## src/hdl/fbsc_pkg.sv

```systemverilog
// ----------------------------------------------------------------------------
// Flash bank select check package
// Shared widths, bank bounds, register indexes, status codes and types.
// ----------------------------------------------------------------------------
package fbsc_pkg;

	localparam int HIGH_BANK_SLOTS = 20;
	localparam int HIGH_OUT_W      = 20;
	localparam int LOW_BANKS       = 6;
	localparam int MID_BANKS       = 2;
	localparam int ADDR_W          = 33;
	localparam int OFFS_W          = 32;
	localparam int OPS_W           = 5;
	localparam int STATUS_W        = 3;
	localparam int SIZE_W          = 22;
	localparam int CFG_IDX_W       = 8;
	localparam int CFG_DATA_W      = 8;
	localparam int IN_TDATA_W      = 104;
	localparam int OUT_TDATA_W     = 56;

	localparam int unsigned KB         = 1024;
	localparam int unsigned MID_START  = 256 * KB;
	localparam int unsigned HIGH_START = 512 * KB;
	localparam int unsigned BANK_BYTES = 128 * KB;

	localparam logic [2:0] LOW_LAYOUT_OK = 3'd6;
	localparam logic       MID_LAYOUT_OK = 1'b0;

	localparam logic [3:0] SIZE_CODE_1M5 = 4'd5;
	localparam logic [3:0] SIZE_CODE_2M  = 4'd7;
	localparam logic [3:0] SIZE_CODE_3M  = 4'd11;

	localparam logic [SIZE_W-1:0] SIZE_1M5 = SIZE_W'(HIGH_START + 8 * BANK_BYTES);
	localparam logic [SIZE_W-1:0] SIZE_2M  = SIZE_W'(HIGH_START + 12 * BANK_BYTES);
	localparam logic [SIZE_W-1:0] SIZE_3M  = SIZE_W'(HIGH_START + 20 * BANK_BYTES);

	localparam logic [OPS_W-1:0] WRITE_OPS = 5'b01011;

	localparam logic [CFG_IDX_W-1:0] REG_LOW_LAYOUT = 8'd0;
	localparam logic [CFG_IDX_W-1:0] REG_MID_LAYOUT = 8'd1;
	localparam logic [CFG_IDX_W-1:0] REG_SIZE_CODE  = 8'd2;
	localparam logic [CFG_IDX_W-1:0] REG_WRITABLE   = 8'd3;

	localparam logic [STATUS_W-1:0] ST_OK           = 3'd0;
	localparam logic [STATUS_W-1:0] ST_LAYOUT       = 3'd1;
	localparam logic [STATUS_W-1:0] ST_SIZE         = 3'd2;
	localparam logic [STATUS_W-1:0] ST_RANGE        = 3'd3;
	localparam logic [STATUS_W-1:0] ST_NOT_WRITABLE = 3'd4;
	localparam logic [STATUS_W-1:0] ST_OVERLAP      = 3'd5;

	typedef struct packed {
		logic [2:0] low_layout_code;
		logic       mid_layout_code;
		logic [3:0] size_code;
		logic       flash_writable;
	} cfg_t;

	typedef struct packed {
		logic [OFFS_W-1:0] dest_offset;
		logic [OFFS_W-1:0] src_offset;
		logic [OFFS_W-1:0] byte_count;
		logic [OPS_W-1:0]  op_mask;
	} req_t;

	typedef struct packed {
		logic [LOW_BANKS-1:0]       low;
		logic [MID_BANKS-1:0]       mid;
		logic [HIGH_BANK_SLOTS-1:0] high;
	} bank_sel_t;

	typedef struct packed {
		logic [STATUS_W-1:0]   status;
		logic [LOW_BANKS-1:0]  low_banks;
		logic [MID_BANKS-1:0]  mid_banks;
		logic [HIGH_OUT_W-1:0] high_banks;
		logic [SIZE_W-1:0]     flash_bytes;
	} result_t;

	function automatic logic [ADDR_W-1:0] low_lo(input int unsigned i);
		logic [ADDR_W-1:0] v;
		case (i)
			0: v = ADDR_W'(0);
			1: v = ADDR_W'(16 * KB);
			2: v = ADDR_W'(32 * KB);
			3: v = ADDR_W'(80 * KB);
			4: v = ADDR_W'(128 * KB);
			default: v = ADDR_W'(192 * KB);
		endcase
		return v;
	endfunction

	function automatic logic [ADDR_W-1:0] low_hi(input int unsigned i);
		logic [ADDR_W-1:0] v;
		case (i)
			0: v = ADDR_W'(16 * KB - 1);
			1: v = ADDR_W'(32 * KB - 1);
			2: v = ADDR_W'(80 * KB - 1);
			3: v = ADDR_W'(128 * KB - 1);
			4: v = ADDR_W'(192 * KB - 1);
			default: v = ADDR_W'(256 * KB - 1);
		endcase
		return v;
	endfunction

endpackage

```

## src/hdl/fbsc_cfg_regs.sv

```systemverilog
// ----------------------------------------------------------------------------
// Configuration registers
// Holds the layout, size and write permission fields written over the
// configuration channel.
// ----------------------------------------------------------------------------
module fbsc_cfg_regs (
	input  logic                          clk,
	input  logic                          arst_n,
	input  logic                          cfg_valid,
	output logic                          cfg_ready,
	input  logic [fbsc_pkg::CFG_IDX_W-1:0]  cfg_index,
	input  logic [fbsc_pkg::CFG_DATA_W-1:0] cfg_data,
	output fbsc_pkg::cfg_t                cfg
);
	import fbsc_pkg::*;

	cfg_t cfg_q;

	assign cfg_ready = 1'b1;
	assign cfg = cfg_q;

	always_ff @(posedge clk or negedge arst_n) begin
		if (!arst_n) begin
			cfg_q.low_layout_code <= LOW_LAYOUT_OK;
			cfg_q.mid_layout_code <= MID_LAYOUT_OK;
			cfg_q.size_code       <= SIZE_CODE_2M;
			cfg_q.flash_writable  <= 1'b0;
		end else if (cfg_valid) begin
			case (cfg_index)
				REG_LOW_LAYOUT: cfg_q.low_layout_code <= cfg_data[2:0];
				REG_MID_LAYOUT: cfg_q.mid_layout_code <= cfg_data[0];
				REG_SIZE_CODE:  cfg_q.size_code       <= cfg_data[3:0];
				REG_WRITABLE:   cfg_q.flash_writable  <= cfg_data[0];
				default: begin
				end
			endcase
		end
	end

endmodule

```

## src/hdl/fbsc_bank_decode.sv

```systemverilog
// ----------------------------------------------------------------------------
// Bank decoder
// Marks every low, mid and high bank that an inclusive address range touches.
// ----------------------------------------------------------------------------
module fbsc_bank_decode (
	input  logic [fbsc_pkg::ADDR_W-1:0] first,
	input  logic [fbsc_pkg::ADDR_W-1:0] last,
	output fbsc_pkg::bank_sel_t         sel
);
	import fbsc_pkg::*;

	for (genvar i = 0; i < LOW_BANKS; i++) begin : g_low
		assign sel.low[i] = (first <= low_hi(i)) && (last >= low_lo(i));
	end

	for (genvar i = 0; i < MID_BANKS; i++) begin : g_mid
		localparam logic [ADDR_W-1:0] BLO = ADDR_W'(MID_START + i * BANK_BYTES);
		localparam logic [ADDR_W-1:0] BHI = BLO + ADDR_W'(BANK_BYTES - 1);
		assign sel.mid[i] = (first <= BHI) && (last >= BLO);
	end

	for (genvar i = 0; i < HIGH_BANK_SLOTS; i++) begin : g_high
		localparam logic [ADDR_W-1:0] BLO = ADDR_W'(HIGH_START + i * BANK_BYTES);
		localparam logic [ADDR_W-1:0] BHI = BLO + ADDR_W'(BANK_BYTES - 1);
		assign sel.high[i] = (first <= BHI) && (last >= BLO);
	end

endmodule

```

## src/hdl/fbsc_check.sv

```systemverilog
// ----------------------------------------------------------------------------
// Request checker
// Validates one copy request against the flash layout, size and write flag,
// and builds the destination bank masks with the source overlap test.
// ----------------------------------------------------------------------------
module fbsc_check (
	input  fbsc_pkg::cfg_t    cfg,
	input  fbsc_pkg::req_t    req,
	output fbsc_pkg::result_t res
);
	import fbsc_pkg::*;

	logic [ADDR_W-1:0]     dest_first;
	logic [ADDR_W-1:0]     dest_last;
	logic [ADDR_W-1:0]     src_first;
	logic [ADDR_W-1:0]     src_last;
	logic [ADDR_W-1:0]     size_wide;
	logic [SIZE_W-1:0]     size;
	logic                  size_known;
	logic                  layout_ok;
	logic                  range_bad;
	logic                  write_bad;
	logic                  overlap;
	logic [HIGH_OUT_W-1:0] dest_high_out;
	bank_sel_t             dest_sel;
	bank_sel_t             src_sel;

	assign dest_first = {1'b0, req.dest_offset};
	assign src_first  = {1'b0, req.src_offset};
	assign dest_last  = dest_first + {1'b0, req.byte_count};
	assign src_last   = src_first + {1'b0, req.byte_count};

	assign layout_ok = (cfg.low_layout_code == LOW_LAYOUT_OK) &&
		(cfg.mid_layout_code == MID_LAYOUT_OK);

	always_comb begin
		size_known = 1'b1;
		case (cfg.size_code)
			SIZE_CODE_1M5: size = SIZE_1M5;
			SIZE_CODE_2M:  size = SIZE_2M;
			SIZE_CODE_3M:  size = SIZE_3M;
			default: begin
				size       = '0;
				size_known = 1'b0;
			end
		endcase
	end

	assign size_wide = ADDR_W'(size);
	assign range_bad = (dest_first > size_wide) || (dest_last > size_wide) ||
		(req.dest_offset[2:0] != 3'b000) || (req.byte_count[2:0] != 3'b000);
	assign write_bad = ((req.op_mask & WRITE_OPS) != '0) && !cfg.flash_writable;

	fbsc_bank_decode u_dest_decode (
		.first (dest_first),
		.last  (dest_last),
		.sel   (dest_sel)
	);

	fbsc_bank_decode u_src_decode (
		.first (src_first),
		.last  (src_last),
		.sel   (src_sel)
	);

	assign overlap = (|(dest_sel.low & src_sel.low)) || (|(dest_sel.mid & src_sel.mid)) ||
		(|(dest_sel.high & src_sel.high));

	if (HIGH_BANK_SLOTS >= HIGH_OUT_W) begin : g_high_trunc
		assign dest_high_out = dest_sel.high[HIGH_OUT_W-1:0];
	end else begin : g_high_ext
		assign dest_high_out = {{(HIGH_OUT_W - HIGH_BANK_SLOTS){1'b0}}, dest_sel.high};
	end

	always_comb begin
		res = '0;
		if (!layout_ok) begin
			res.status = ST_LAYOUT;
		end else if (!size_known) begin
			res.status = ST_SIZE;
		end else begin
			res.flash_bytes = size;
			if (range_bad) begin
				res.status = ST_RANGE;
			end else if (req.op_mask != '0) begin
				if (write_bad) begin
					res.status = ST_NOT_WRITABLE;
				end else if (overlap) begin
					res.status = ST_OVERLAP;
				end else begin
					res.status     = ST_OK;
					res.low_banks  = dest_sel.low;
					res.mid_banks  = dest_sel.mid;
					res.high_banks = dest_high_out;
				end
			end
		end
	end

endmodule

```

## src/hdl/flash_bank_select_check_unit.sv

```systemverilog
// ----------------------------------------------------------------------------
// Flash bank select check unit
// Checks flash copy requests and returns the destination bank masks.
//
// A request beat arrives on the s_ group and one result beat leaves on the
// m_ group for every request. The configuration channel writes the layout,
// size and write permission registers; it is always ready and must only be
// used while no request is in flight.
// A request beat is registered in the input register when it is accepted,
// checked there and registered as a result in the result register, which
// offers the result beat. One request per cycle is sustained while m_tready
// stays high: the input register and the result register form a two-stage
// pipeline with the check logic between them, and s_tready stays high while
// the result register is being drained.
// When m_tready is low the result is held and the input register keeps one
// more request; s_tready drops once both stages are full.
// Reset empties both stages and loads the register defaults: low layout 6,
// mid layout 0, size code 7 (2 MB) and flash not writable.
// ----------------------------------------------------------------------------
module flash_bank_select_check_unit (
	input  logic                              clk,
	input  logic                              arst_n,
	input  logic                              s_tvalid,
	output logic                              s_tready,
	// dest_offset[31:0], src_offset[63:32], byte_count[95:64], op_mask[100:96]
	input  logic [fbsc_pkg::IN_TDATA_W-1:0]   s_tdata,
	output logic                              m_tvalid,
	input  logic                              m_tready,
	// status[2:0], low_banks[8:3], mid_banks[10:9], high_banks[30:11],
	// flash_bytes[52:31]
	output logic [fbsc_pkg::OUT_TDATA_W-1:0]  m_tdata,
	input  logic                              cfg_valid,
	output logic                              cfg_ready,
	input  logic [fbsc_pkg::CFG_IDX_W-1:0]    cfg_index,
	input  logic [fbsc_pkg::CFG_DATA_W-1:0]   cfg_data
);
	import fbsc_pkg::*;

	cfg_t    cfg;
	req_t    req_in;
	req_t    req_s1;
	result_t res;
	result_t res_s2;
	logic    valid_s1;
	logic    valid_s2;
	logic    adv_s1;

	fbsc_cfg_regs u_cfg_regs (
		.clk       (clk),
		.arst_n    (arst_n),
		.cfg_valid (cfg_valid),
		.cfg_ready (cfg_ready),
		.cfg_index (cfg_index),
		.cfg_data  (cfg_data),
		.cfg       (cfg)
	);

	assign req_in.dest_offset = s_tdata[31:0];
	assign req_in.src_offset  = s_tdata[63:32];
	assign req_in.byte_count  = s_tdata[95:64];
	assign req_in.op_mask     = s_tdata[100:96];

	assign adv_s1   = !valid_s2 || m_tready;
	assign s_tready = !valid_s1 || adv_s1;

	always_ff @(posedge clk or negedge arst_n) begin
		if (!arst_n) begin
			valid_s1 <= 1'b0;
			valid_s2 <= 1'b0;
		end else begin
			if (s_tready) begin
				valid_s1 <= s_tvalid;
			end
			if (adv_s1) begin
				valid_s2 <= valid_s1;
			end
		end
	end

	always_ff @(posedge clk) begin
		if (s_tvalid && s_tready) begin
			req_s1 <= req_in;
		end
		if (valid_s1 && adv_s1) begin
			res_s2 <= res;
		end
	end

	fbsc_check u_check (
		.cfg (cfg),
		.req (req_s1),
		.res (res)
	);

	assign m_tvalid = valid_s2;
	assign m_tdata  = {3'b000, res_s2.flash_bytes, res_s2.high_banks, res_s2.mid_banks,
		res_s2.low_banks, res_s2.status};

`ifndef ASSERT_OFF
	a_banks_only_ok: assert property (@(posedge clk) disable iff (!arst_n)
		valid_s2 && (res_s2.status != ST_OK) |->
		(res_s2.low_banks == '0) && (res_s2.mid_banks == '0) && (res_s2.high_banks == '0))
		else $error("bank mask set on a failed request");

	a_no_size_on_cfg_error: assert property (@(posedge clk) disable iff (!arst_n)
		valid_s2 && ((res_s2.status == ST_LAYOUT) || (res_s2.status == ST_SIZE)) |->
		(res_s2.flash_bytes == '0))
		else $error("flash size reported with a layout or size error");

	a_stage_moves: assert property (@(posedge clk) disable iff (!arst_n)
		valid_s1 && adv_s1 |=> valid_s2)
		else $error("checked request did not reach the result register");

	a_stalled_stage_holds: assert property (@(posedge clk) disable iff (!arst_n)
		valid_s1 && !adv_s1 |=> valid_s1 && $stable(req_s1))
		else $error("stalled request lost from the input register");
`endif

endmodule
```

## config.mk

```make
export PLATFORM = sky130hd
export DESIGN_NAME = flash_bank_select_check_unit
export DESIGN_NICKNAME = d
export VERILOG_FILES = /design/src/hdl/fbsc_pkg.sv /design/src/hdl/fbsc_cfg_regs.sv /design/src/hdl/fbsc_bank_decode.sv /design/src/hdl/fbsc_check.sv /design/src/hdl/flash_bank_select_check_unit.sv
export SDC_FILE = /design/constraint.sdc
export NUM_CORES = 1
export LEC_CHECK = 0
export BUFFER_PORTS_ARGS = -buffer_cell sky130_fd_sc_hd__clkbuf_2
export CORE_ASPECT_RATIO = 1.1
export CORE_MARGIN = 1
export CORE_UTILIZATION = 35
export CTS_CLUSTER_DIAMETER = 80
export DETAILED_ROUTE_END_ITERATION = 8
export PLACE_DENSITY = 0.59
export SLEW_MARGIN = 20
export SYNTH_ARGS = -nofsm -noshare
export SYNTH_HDL_FRONTEND = slang
export SYNTH_SLANG_ARGS = --single-unit
```

## constraint.sdc

```tcl
create_clock -name clk -period 14.7 [get_ports clk]
set_input_delay 1.47 -clock clk [delete_from_list [all_inputs] [get_ports clk]]
set_output_delay 1.47 -clock clk [all_outputs]
set_load 0.05 [all_outputs]
```

==> results.md, run 1 <==
* #FFs+latches synth at 146
* Top cells by area in the synthesized netlist: sky130_fd_sc_hd__edfxtp_1 37%, sky130_fd_sc_hd__ha_1 8.1%, sky130_fd_sc_hd__a21oi_1 4.1%
* Bufs on Longest Clock Path at 2
* CTS Root Cell: sky130_fd_sc_hd__clkbuf_16
* Routed wire length per instance at 19.8 µm
* Achievable frequency at 145 MHz
* Syn_area_per_cell at 9.65 µm²
* Fraction of final layout cells sized beyond drive strength 1 at 20.3%
* Critical-path cell with the highest stage delay: sky130_fd_sc_hd__xnor2_1
* Register area at 4340 µm²
* MaxCap Viol Count at 0
* Pwr Density at 105 nW/µm²
* Number of cells produced by synthesis at 1121
* Fraction of the yosys area taken by sequential cells at 40.1%
* Cell repeated most along the worst path: sky130_fd_sc_hd__nor4_1
* Total routing usage reported by global routing at 21.1%
* First-pass detailed-route iteration total at 6
* Die Outline Area at 31600 µm²
* Clk_lat worst skew at 0.45 ns
* CP Data Required Time at 14.92 ns
* Slew at the pin with the worst max-slew slack at 1.06 ns
* Initial DRC Count at 756
* PnR worst setup slack at 7.81 ns
* # hold bufs at CTS at 0
* Floorplan die height at 186 µm
* Share of the cycle needed by the critical path after routing at 46.9%
* Post-synth top cells: 135 x sky130_fd_sc_hd__edfxtp_1, 100 x sky130_fd_sc_hd__nand2_1, 90 x sky130_fd_sc_hd__nor2_1, 89 x sky130_fd_sc_hd__a21oi_1, 70 x sky130_fd_sc_hd__ha_1
* Total placed cells including tap cells at 1645
* Critical Path Max Stage Delay at 0.74 ns
* Share of synthesized flip-flops with an asynchronous set or reset at 7.53%
* Pin count of the biggest net entering global routing at 65
* Number of gates resized after CTS at 0
* Sum Neg Setup Slack at 0 ns
* Most numerous cell in the Yosys netlist: sky130_fd_sc_hd__edfxtp_1
* Post-route clock skew at 0.0118 ns
* Placement Rows at 67
* Routability congestion estimate from global placement at 1.04
* Top-Level Pins at 184
* HPWL after DPL at 26500 µm
* Number of buffers added by the clock tree synthesis step at 17
* Count of antenna-violating nets left after detailed routing at 0
* Worst vdd rail ir drop at 0.0000691 V
* Number of antenna violations at the first check in global routing at 0
* Post-synth design cell area at 10800 µm²
* Number of warning messages in the yosys log at 0
* Area of the core at 30400 µm²
* Detailed Route WL at 33300 µm
* Crit path cell chain: ha_1 -> fa_1 -> a211o_1 -> a21oi_1 -> nor4_1 -> or3_1 -> xnor2_1 -> inv_2 -> ha_1 -> nand4_1 -> nor4_1 -> nand3_1 -> nor4_1 -> o2111ai_1 -> nor4_1 -> o21ai_1 -> nor4_2 -> nand4_4 -> a2111oi_2
* Postcts setup bufs at 0
* Number of filler instances in the final layout at 3037
* Vias in the first global route at 9103
* Class of the most critical setup path: reg -> reg
* # clock sinks at 146
* GRT Residual Overflow at 0
* Largest area contributor in the synthesized netlist: sky130_fd_sc_hd__edfxtp_1
* Highest fanout seen on the critical path at 28
* Path category of the worst min-delay check: reg -> reg
* Multi-input combinational cell area at 6060 µm²
* Routed via count divided by cell count at 5.70
* Data arrival time of the worst path at 7.11 ns
* Post-place setup slack at 8.02 ns
* Count of flip-flops with a built-in enable after synthesis at 135
* Non-filler cells in the finished layout at 1677
* Post-detailed-route DRC marker count at 0
* Post-layout nets at 1447
* Slew margin rel. at 28.7%
* X dimension of the die at 170 µm
* Run status: finished clean
* Setup repair after global routing missed its margin: false
* Setup violators final at 0
* Setup crit start kind: register
* Top-area cell type share of the netlist area at 37.5%
* PortBufs at 153
* Hold WS at 0.493 ns
* Predominant post-synthesis flop cell: sky130_fd_sc_hd__edfxtp_1
* Total count of hold-check failures in the final report at 0
* Ant diodes at 0
* Area growth, synth to finish at 14.6%
* Period minus WS final at 6.89 ns
* Number of H-tree branching levels at 4
* Starting Density at 35.6%
* Via total after detailed routing at 9562
* Static Leakage at 4.68 nW
* Distinct cell type count after synthesis at 94
* CTS tree: built
* Clock edge transition at the registers on the reported setup and hold paths at 0.06 ns
* Max Transition Viols Final at 0
* Wire length of the first global-routing pass at 51100 µm
* Crit. End Element: register
## power by group
part	internal [W]	switching (W)	total, W
Clock	0.000250	0.000180	0.000430
Combinational	0.000119	0.000250	0.000369
Sequential	0.000485	0.0000224	0.000508
## cell families (layout without fill, tap and decap cells)
group	Yosys count	count (layout)	synth area share (%)
buffers and inverters	94	215	4.72
flip-flops	146	146	40.1
XOR/XNOR	25	25	2.02
AND/OR/NAND/NOR	412	412	20.5
AO/OA/AOI/OAI	353	353	22.5
other	2	23	0.0694
adder cells (fa/ha/maj)	72	72	8.46
multiplexers	17	17	1.71
## worst paths after layout
kind                       cells after the start                             to  slack [ns]                 start
max in group asynchronous                      1  u_cfg_regs.cfg[3]$_DFFE_PN1P_       13.54                arst_n
min reg2reg                                    1           m_tvalid$_DFFE_PN0P_        0.49  valid_s1$_DFFE_PN0N_
min in group asynchronous                      1  u_cfg_regs.cfg[6]$_DFFE_PN0P_        0.89                arst_n
min                                            1           m_tvalid$_DFFE_PN0P_        0.49  valid_s1$_DFFE_PN0N_
max reg2reg                                   19      m_tdata[20]$_SDFFCE_PP0P_        7.81   req_s1[5]$_DFFE_PP_
max                                           19      m_tdata[20]$_SDFFCE_PP0P_        7.81   req_s1[5]$_DFFE_PP_
## metal layers
| layer | part of all wire, % | GRT usage [%] | up-vias |
|---|---|---|---|
| met5 | 0 | 0 | - |
| met2 | 48 | 35.0 | 408 |
| met4 | 3.8 | 9.98 | 0 |
| met3 | 6.2 | 4.03 | 65 |
| met1 | 42 | 26.3 | 4488 |
| li1 | - | - | 4601 |
## worst max-delay path, delay by kind of cell (launching register included)
kind                     cells  cell delay [ns]
buffers and inverters        1             0.22
flip-flops                   1             0.42
adder cells (fa/ha/maj)      3             1.07
AND/OR/NAND/NOR              9             2.62
AO/OA/AOI/OAI                5             1.58
XOR/XNOR                     1             0.74
## layout by cell type (no fill, tap or decap), types with 14 or more instances in the layout
cell	netlist	final
sky130_fd_sc_hd__clkbuf_2	0	153
sky130_fd_sc_hd__and3_1	14	14
sky130_fd_sc_hd__inv_1	21	21
sky130_fd_sc_hd__xnor2_1	18	18
sky130_fd_sc_hd__edfxtp_1	135	135
sky130_fd_sc_hd__nor2_1	90	90
sky130_fd_sc_hd__a21oi_1	89	89
sky130_fd_sc_hd__o21a_1	16	16
sky130_fd_sc_hd__a21o_1	20	20
sky130_fd_sc_hd__o21ai_0	67	67
sky130_fd_sc_hd__conb_1	2	23
sky130_fd_sc_hd__nand4_1	31	31
sky130_fd_sc_hd__nor4_1	17	17
sky130_fd_sc_hd__nor3_1	26	26
sky130_fd_sc_hd__or3_1	15	15
sky130_fd_sc_hd__ha_1	70	70
sky130_fd_sc_hd__clkbuf_16	0	19
sky130_fd_sc_hd__a211oi_1	14	14
sky130_fd_sc_hd__o211ai_1	16	16
sky130_fd_sc_hd__nand2_1	100	100
sky130_fd_sc_hd__nand3_1	36	36
## state kept, by name, indices dropped and copies added (netlist names)
signal / flops
m_tdata: 34
m_tvalid: 1
req_s1: 101
u_cfg_regs.cfg: 9
valid_s1: 1
## layout make-up
cell class	count	area share (%)
multi-input cells	902	48.8
inverters	22	0.666
clock inverters	10	0.545
clock buffers	22	4.17
repair buffers	161	6.66
well taps	414	4.18
flip-flops and latches	146	35.0
## through the flow
step	utilization [%]	instance area, µm²	power [W]
2_1_floorplan	-	10900	0.000776
3_3_place_gp	38.8	11800	0.000875
3_5_place_dp	38.8	11800	0.000876
4_1_cts	40.8	12400	0.00131
5_1_grt	40.8	12400	0.00137
6_report	40.8	12400	0.00131
Note: power is estimated with default switching activity, not from simulation.
==> run 2, diff against run 1 <==
Settings changed: ABC_AREA set to 1, PLACE_DENSITY 0.59 to 0.58.
Clock period 14.7 ns to 6.5 ns, I/O delays scaled along.
==> results.md, run 2 <==
* Pwr Density at 218 nW/µm² (+110%)
* # hold bufs at CTS at 0 (unchanged)
* Achievable frequency at 208 MHz (+43%)
* Detailed Route WL at 40200 µm (+21%)
* Pin count of the biggest net entering global routing at 55 (-15%)
* Clk_lat worst skew at 0.46 ns (about the same)
* Placed inst area at 13900 µm² (+17%)
* # clock sinks at 146 (unchanged)
* Post-synth design cell area at 12700 µm² (+17%)
* Floorplan die height at 201 µm (+8.0%)
* Reg-to-reg setup timing slack at 1.70 ns (-6.11 ns)
* Worst reg2reg startpoint: req_s1[5]$_DFFE_PP_
* Postcts setup bufs at 0 (unchanged)
* Register ranked first by flip-flop count: req_s1
* Number of cell instances on the worst register-to-register path at 25 (+6)
* Area growth, synth to finish at 14.3%
* Path category of the worst min-delay check: in -> async
* Number of buffers added by the clock tree synthesis step at 17 (unchanged)
* Count of flip-flops with a built-in enable after synthesis at 135 (unchanged)
* Fraction of the yosys area taken by sequential cells at 34.3% (-5.8 points)
* Clock edge transition at the registers on the reported setup and hold paths at 0.06 ns (about the same)
* PortBufs at 153 (unchanged)
* Area of the core at 35400 µm² (+16%)
* Highest fanout seen on the critical path at 28 (unchanged)
* Worst vdd rail ir drop at 0.000202 V (+190%)
* Total count of hold-check failures in the final report at 0 (unchanged)
* Fraction of final layout cells sized beyond drive strength 1 at 13.0% (-7.3 points)
* Critical-path cell with the highest stage delay: sky130_fd_sc_hd__nor2_1
* Run status: finished clean
* Placement Rows at 72 (+7.5%)
* Setup crit start kind: register
* Routed via count divided by cell count at 4.68 (-18%)
* Slew at the pin with the worst max-slew slack at 0.980 ns (-0.0851 ns)
* Routability congestion estimate from global placement at 0.967 (-7.4%)
* CTS Root Cell: sky130_fd_sc_hd__clkbuf_16
* Number of filler instances in the final layout at 3790 (+25%)
* Critical path startpoint: req_s1[5]$_DFFE_PP_
* Starting Density at 35.7% (+0.18 points)
* Most numerous cell in the Yosys netlist: sky130_fd_sc_hd__nand2_1
* Cell repeated most along the worst path: sky130_fd_sc_hd__nand2_1
* Distinct cell type count after synthesis at 46 (-51%)
* Post-detailed-route DRC marker count at 0 (unchanged)
* Register area at 4340 µm² (unchanged)
* Slew margin rel. at 34.4% (+5.7 points)
* CP Data Required Time at 6.80 ns (-8.12 ns)
* Bufs on Longest Clock Path at 2 (unchanged)
* Share of the cycle needed by the critical path after routing at 73.9% (+27 points)
* Setup repair after global routing missed its margin: false
* Max Transition Viols Final at 0 (unchanged)
* PnR worst setup slack at 1.70 ns (-6.11 ns)
* Initial DRC Count at 858 (+13%)
* Routed wire length per instance at 15.6 µm (-22%)
* Top-area cell type share of the netlist area at 32.0% (-5.4 points)
* Post-place setup slack at 1.80 ns (-6.22 ns)
* Top-Level Pins at 184 (unchanged)
* Number of cells produced by synthesis at 1924 (+72%)
* Syn_area_per_cell at 6.58 µm² (-32%)
* Critical Path Max Stage Delay at 0.75 ns (about the same)
* Number of antenna violations at the first check in global routing at 0 (unchanged)
* Leading cell type in the layout, fill and taps excluded: sky130_fd_sc_hd__nand2_1
* Post-layout nets at 2286 (+58%)
* Number of gates resized after CTS at 0 (unchanged)
* Most frequent cells in the layout: 703 x sky130_fd_sc_hd__nand2_1, 361 x sky130_fd_sc_hd__inv_1, 218 x sky130_fd_sc_hd__nor2_1, 153 x sky130_fd_sc_hd__clkbuf_2, 135 x sky130_fd_sc_hd__edfxtp_1
* Die Outline Area at 36900 µm² (+17%)
* X dimension of the die at 183 µm (+8.0%)
* Data arrival time of the worst path at 5.10 ns (-2.01 ns)
* Buffering stage count on the worst path with inverters included at 0 (-1)
* Number of warning messages in the yosys log at 0 (unchanged)
* Endpoint of the most critical setup path: m_tdata[3]$_SDFFCE_PP0P_
* Final instance area at 14500 µm² (+17%)
* Critical path depth in cells at 25 (+6)
* Multi-input combinational cell area at 6780 µm² (+12%)
* Total routing usage reported by global routing at 22.5% (+1.3 points)
* CTS tree: built
* First-pass detailed-route iteration total at 8 (+2)
* Period minus WS final at 4.80 ns (-2.09 ns)
* Flip-flop count of the largest register, all copies and words added at 101 (unchanged)
* Number of H-tree branching levels at 4 (unchanged)
* Class of the most critical setup path: reg -> reg
* HPWL after DPL at 34300 µm (+30%)
* Final core utilization at 40.8% (+0.088 points)
* Vias in the first global route at 11641 (+28%)
* Wire length of the first global-routing pass at 61600 µm (+21%)
* Setup violators final at 0 (unchanged)
* MaxCap Viol Count at 0 (unchanged)
* Crit Reg-Reg Endpoint: m_tdata[3]$_SDFFCE_PP0P_
* Sum Neg Setup Slack at 0 ns (unchanged)
* Post-route clock skew at 0.0112 ns (-0.000611 ns)
* GRT Residual Overflow at 0 (unchanged)
* Top cells by area in the synthesized netlist: sky130_fd_sc_hd__edfxtp_1 32%, sky130_fd_sc_hd__nand2_1 21%, sky130_fd_sc_hd__inv_1 11%
* Largest area contributor in the synthesized netlist: sky130_fd_sc_hd__edfxtp_1
* Static Leakage at 7.28 nW (+56%)
* Via total after detailed routing at 12097 (+27%)
* #FFs+latches synth at 146 (unchanged)
* Predominant post-synthesis flop cell: sky130_fd_sc_hd__edfxtp_1
* Cell family with the largest share of critical-path delay: simple AND/OR/NAND/NOR gates
* Post-synth top cells: 703 x sky130_fd_sc_hd__nand2_1, 362 x sky130_fd_sc_hd__inv_1, 218 x sky130_fd_sc_hd__nor2_1, 135 x sky130_fd_sc_hd__edfxtp_1, 98 x sky130_fd_sc_hd__nand3_1
* Ant diodes at 0 (unchanged)
* Crit. End Element: register
* Count of antenna-violating nets left after detailed routing at 0 (unchanged)
* Share of synthesized flip-flops with an asynchronous set or reset at 7.53% (unchanged)
==> run 2: worst register-to-register path: cells and delay by family (launching register included) <==
| kind | cells | cell delay [ns] |
|---|---|---|
| compound gates | 1 | 0.25 |
| flops | 1 | 0.50 |
| simple gates | 22 | 3.17 |
| fa+ha+maj | 2 | 0.73 |
==> run 2: worst min path at each step <==
stage                               endpoint  slack [ns]  depth (start not counted)
2_1_floorplan           m_tvalid$_DFFE_PN0P_        0.35                          0
3_3_place_gp   u_cfg_regs.cfg[6]$_DFFE_PN0P_        0.47                          2
3_5_place_dp   u_cfg_regs.cfg[6]$_DFFE_PN0P_        0.48                          2
4_1_cts        u_cfg_regs.cfg[5]$_DFFE_PN0P_        0.04                          1
5_1_grt        u_cfg_regs.cfg[0]$_DFFE_PN0P_        0.06                          1
6_report       u_cfg_regs.cfg[0]$_DFFE_PN0P_        0.06                          1
==> run 2: report_power, final <==
group	switching [W]	internal [W]	total (W)
clock network	0.000415	0.000528	0.000943
logic	0.000733	0.000298	0.00103
registers	0.0000583	0.00111	0.00117
total	0.00121	0.00194	0.00315
==> run 2: cell families after synthesis <==
logic type / after synthesis / share of synthesized area, %
AO/OA/AOI/OAI: 115 / 4.86
XOR/XNOR: 18 / 1.25
adder cells (fa/ha/maj): 72 / 7.24
buffers and inverters: 397 / 12.8
flip-flops: 146 / 34.3
multiplexers: 1 / 0.0890
other: 2 / 0.0594
AND/OR/NAND/NOR: 1173 / 39.4
==> run 2: layout make-up <==
type | count | share of cell area (%)
flip-flops and latches | 146 | 30.0
multi-input cells | 1402 | 46.9
clock inverters | 15 | 0.934
repair buffers | 155 | 5.54
well taps | 481 | 4.16
inverters | 367 | 9.54
clock buffers | 17 | 2.94
==> run 2: metal layers <==
metal | vias up | global-route usage [%] | share of wire [%]
li1 | 6293 | - | -
met1 | 5423 | 27.2 | 44
met2 | 321 | 39.5 | 48
met3 | 60 | 2.93 | 4.2
met4 | 0 | 10.0 | 3.6
met5 | - | 0 | 0
==> run 2: per-stage QoR <==
step                instances  total power (W)  hold slack (ns)
finish                   2583          0.00315           0.0619
floorplan                1945          0.00192            0.354
global placement         2550          0.00220            0.468
global route             2583          0.00333           0.0572
detailed placement       2550          0.00221            0.485
CTS                      2582          0.00316           0.0421
==> run 3, diff against run 2 <==
Settings changed: PLACE_DENSITY 0.58 to 0.6.
Clock period 6.5 ns to 4.1 ns, I/O delays scaled along.
==> results.md, run 3 (synthesized netlist as in run 2, its figures left out) <==
* First-pass detailed-route iteration total at 5 (-3)
* Area growth, synth to finish at 24.2%
* Share of the cycle needed by the critical path after routing at 94.8% (+21 points)
* Data arrival time of the worst path at 4.20 ns (-0.90 ns)
* Cell repeated most along the worst path: sky130_fd_sc_hd__nand2_1
* Total routing usage reported by global routing at 23.4% (+0.90 points)
* CTS Root Cell: sky130_fd_sc_hd__clkbuf_16
* Fraction of final layout cells sized beyond drive strength 1 at 21.0% (+8.0 points)
* Highest fanout seen on the critical path at 8 (-71%)
* X dimension of the die at 183 µm (unchanged)
* Critical-path cell with the highest stage delay: sky130_fd_sc_hd__edfxtp_1
* Clk_lat worst skew at 0.45 ns (about the same)
* Wire length of the first global-routing pass at 64300 µm (+4.4%)
* Number of H-tree branching levels at 4 (unchanged)
* Tot Pwr at 0.00520 W (+65%)
* Routability congestion estimate from global placement at 0.967 (about the same)
* Area of the core at 35400 µm² (unchanged)
* PnR worst setup slack at 0.214 ns (-1.48 ns)
* Path category of the worst min-delay check: in -> reg
* Total placed cells including tap cells at 2592 (+1.6%)
* HPWL after DPL at 35400 µm (+3.1%)
* Count of antenna-violating nets left after detailed routing at 0 (unchanged)
* Slew at the pin with the worst max-slew slack at 0.841 ns (-0.139 ns)
* Post-detailed-route DRC marker count at 0 (unchanged)
* Crit path cell chain: ha_4 -> fa_2 -> nand3_1 -> nand3b_1 -> nand2_2 -> nand2_1 -> nand2_1 -> nand2_1 -> nor2_1 -> nand2_1 -> nor2_4 -> nand2_1 -> nand2_1 -> nor2_1 -> nor2_1 -> nand3_1 -> nor2_2 -> nand3_4 -> nor2_4 -> nand2_4 -> clkbuf_16 -> nor2_2
* Non-filler cells in the finished layout at 2649 (+2.6%)
* Die Outline Area at 36900 µm² (unchanged)
* Critical Path Max Stage Delay at 0.53 ns (-0.22 ns)
* Number of filler instances in the final layout at 3703 (-2.3%)
* Ant diodes at 0 (unchanged)
* Routed wire length per instance at 16.0 µm (+2.9%)
* Run status: finished clean
* Top-Level Pins at 184 (unchanged)
* Total count of hold-check failures in the final report at 0 (unchanged)
* Detailed Route WL at 42400 µm (+5.5%)
* Static Leakage at 7.67 nW (+5.4%)
* Post-place setup slack at 0.0393 ns (-1.76 ns)
* Initial DRC Count at 1039 (+21%)
* Pin count of the biggest net entering global routing at 50 (-9.1%)
* Setup violators final at 0 (unchanged)
* Starting Density at 35.7% (unchanged)
* MaxCap Viol Count at 0 (unchanged)
* Register ranked first by flip-flop count: req_s1
* Via total after detailed routing at 12616 (+4.3%)
* Most frequent cells in the layout: 667 x sky130_fd_sc_hd__nand2_1, 361 x sky130_fd_sc_hd__inv_1, 187 x sky130_fd_sc_hd__nor2_1, 153 x sky130_fd_sc_hd__clkbuf_2, 135 x sky130_fd_sc_hd__edfxtp_1
* Placement Rows at 72 (unchanged)
* Setup crit start kind: register
* Number of buffers added by the clock tree synthesis step at 17 (unchanged)
* GRT Residual Overflow at 0 (unchanged)
* Leading cell type in the layout, fill and taps excluded: sky130_fd_sc_hd__nand2_1
* # clock sinks at 146 (unchanged)
* Number of antenna violations at the first check in global routing at 0 (unchanged)
* Bufs on Longest Clock Path at 2 (unchanged)
* Max Transition Viols Final at 0 (unchanged)
* Class of the most critical setup path: reg -> reg
* Pwr Density at 331 nW/µm² (+52%)
* Crit. End Element: register
* Flip-flop count of the largest register, all copies and words added at 101 (unchanged)
* Clock edge transition at the registers on the reported setup and hold paths at 0.06 ns (about the same)
* Floorplan die height at 201 µm (unchanged)
* Sum Neg Setup Slack at 0 ns (unchanged)
* PortBufs at 153 (unchanged)
* Achievable frequency at 257 MHz (+24%)
* Worst vdd rail ir drop at 0.000311 V (+54%)
* Post-route clock skew at 0.0104 ns (-0.000742 ns)
* Vias in the first global route at 12032 (+3.4%)
* Routed via count divided by cell count at 4.76 (+1.7%)
* Slew margin rel. at 43.4% (+9.0 points)
* CP Data Required Time at 4.42 ns (-2.38 ns)
* Period minus WS final at 3.89 ns (-0.917 ns)
* CTS tree: built
* Post-layout nets at 2352 (+2.9%)
run 3: cell types whose count changed in the layout (fill, tap and decap cells not counted), moves of 20 or more:
cell / delta
sky130_fd_sc_hd__ha_1: -37
sky130_fd_sc_hd__nand2_2: +32
sky130_fd_sc_hd__buf_4: +58
sky130_fd_sc_hd__nor2_1: -31
sky130_fd_sc_hd__nor2_2: +20
sky130_fd_sc_hd__ha_4: +27
sky130_fd_sc_hd__nand2_1: -36
run 3: stage by stage:
step                instance area, µm²  hold slack [ns]  util [%]
floorplan                        12700            0.114         -
global placement                 14200            0.300      40.2
detailed placement               14200            0.296      40.2
CTS                              14800           0.0931      41.8
global route                     15700            0.110      44.4
finish                           15700            0.130      44.4
run 3: worst paths after layout:
kind,start,endpoint,slack [ns],cells past startpoint
max,req_s1[5]$_DFFE_PP_,m_tdata[27]$_SDFFCE_PP0P_,0.21,22
max reg2reg,req_s1[5]$_DFFE_PP_,m_tdata[27]$_SDFFCE_PP0P_,0.21,22
min reg2reg,u_cfg_regs.cfg[8]$_DFFE_PN1P_,u_cfg_regs.cfg[8]$_DFFE_PN1P_,0.49,2
min in group asynchronous,arst_n,u_cfg_regs.cfg[4]$_DFFE_PN0P_,0.37,2
max in group asynchronous,arst_n,u_cfg_regs.cfg[7]$_DFFE_PN1P_,3.47,2
min,s_tdata[60],req_s1[65]$_DFFE_PP_,0.13,1
run 3: per-layer routing:
layer	vias up	GRT usage (%)	share of wire, %
li1	6421	-	-
met1	5752	28.9	44
met2	373	40.8	49
met3	70	3.04	4.5
met4	0	9.29	3.3
met5	-	0	0
run 3: repair_timing:
action	in CTS	in global routing
resized for setup	0	165
hold buffers	1	0
setup buffers	0	20
hold endpoints to repair	6	0
endpoints found under the setup margin	0	30
run 3: critical path: cells and delay by family (launching register included):
kind,cells,cell delay [ns]
buf+inv,1,0.19
simple gates,19,2.40
flops,1,0.53
fa+ha+maj,2,0.63
run 3: where the power goes:
part           switching (W)  total, W  internal, W  leakage [nW]
clock network       0.000611   0.00147     0.000859         0.279
registers          0.0000956   0.00186      0.00177          1.44
logic                0.00126   0.00187     0.000607          5.96
run 3: cell type report:
cell class                      instances  area [µm²]  area share, %
Clock buffer                           24         504           3.21
Clock inverter                          8        50.0          0.319
Inverter                              367        1380           8.78
Multi-Input combinational cell       1403        7490           47.6
Sequential cell                       146        4340           27.6
Tap cell                              481         602           3.83
Timing Repair Buffer                  220        1350           8.62
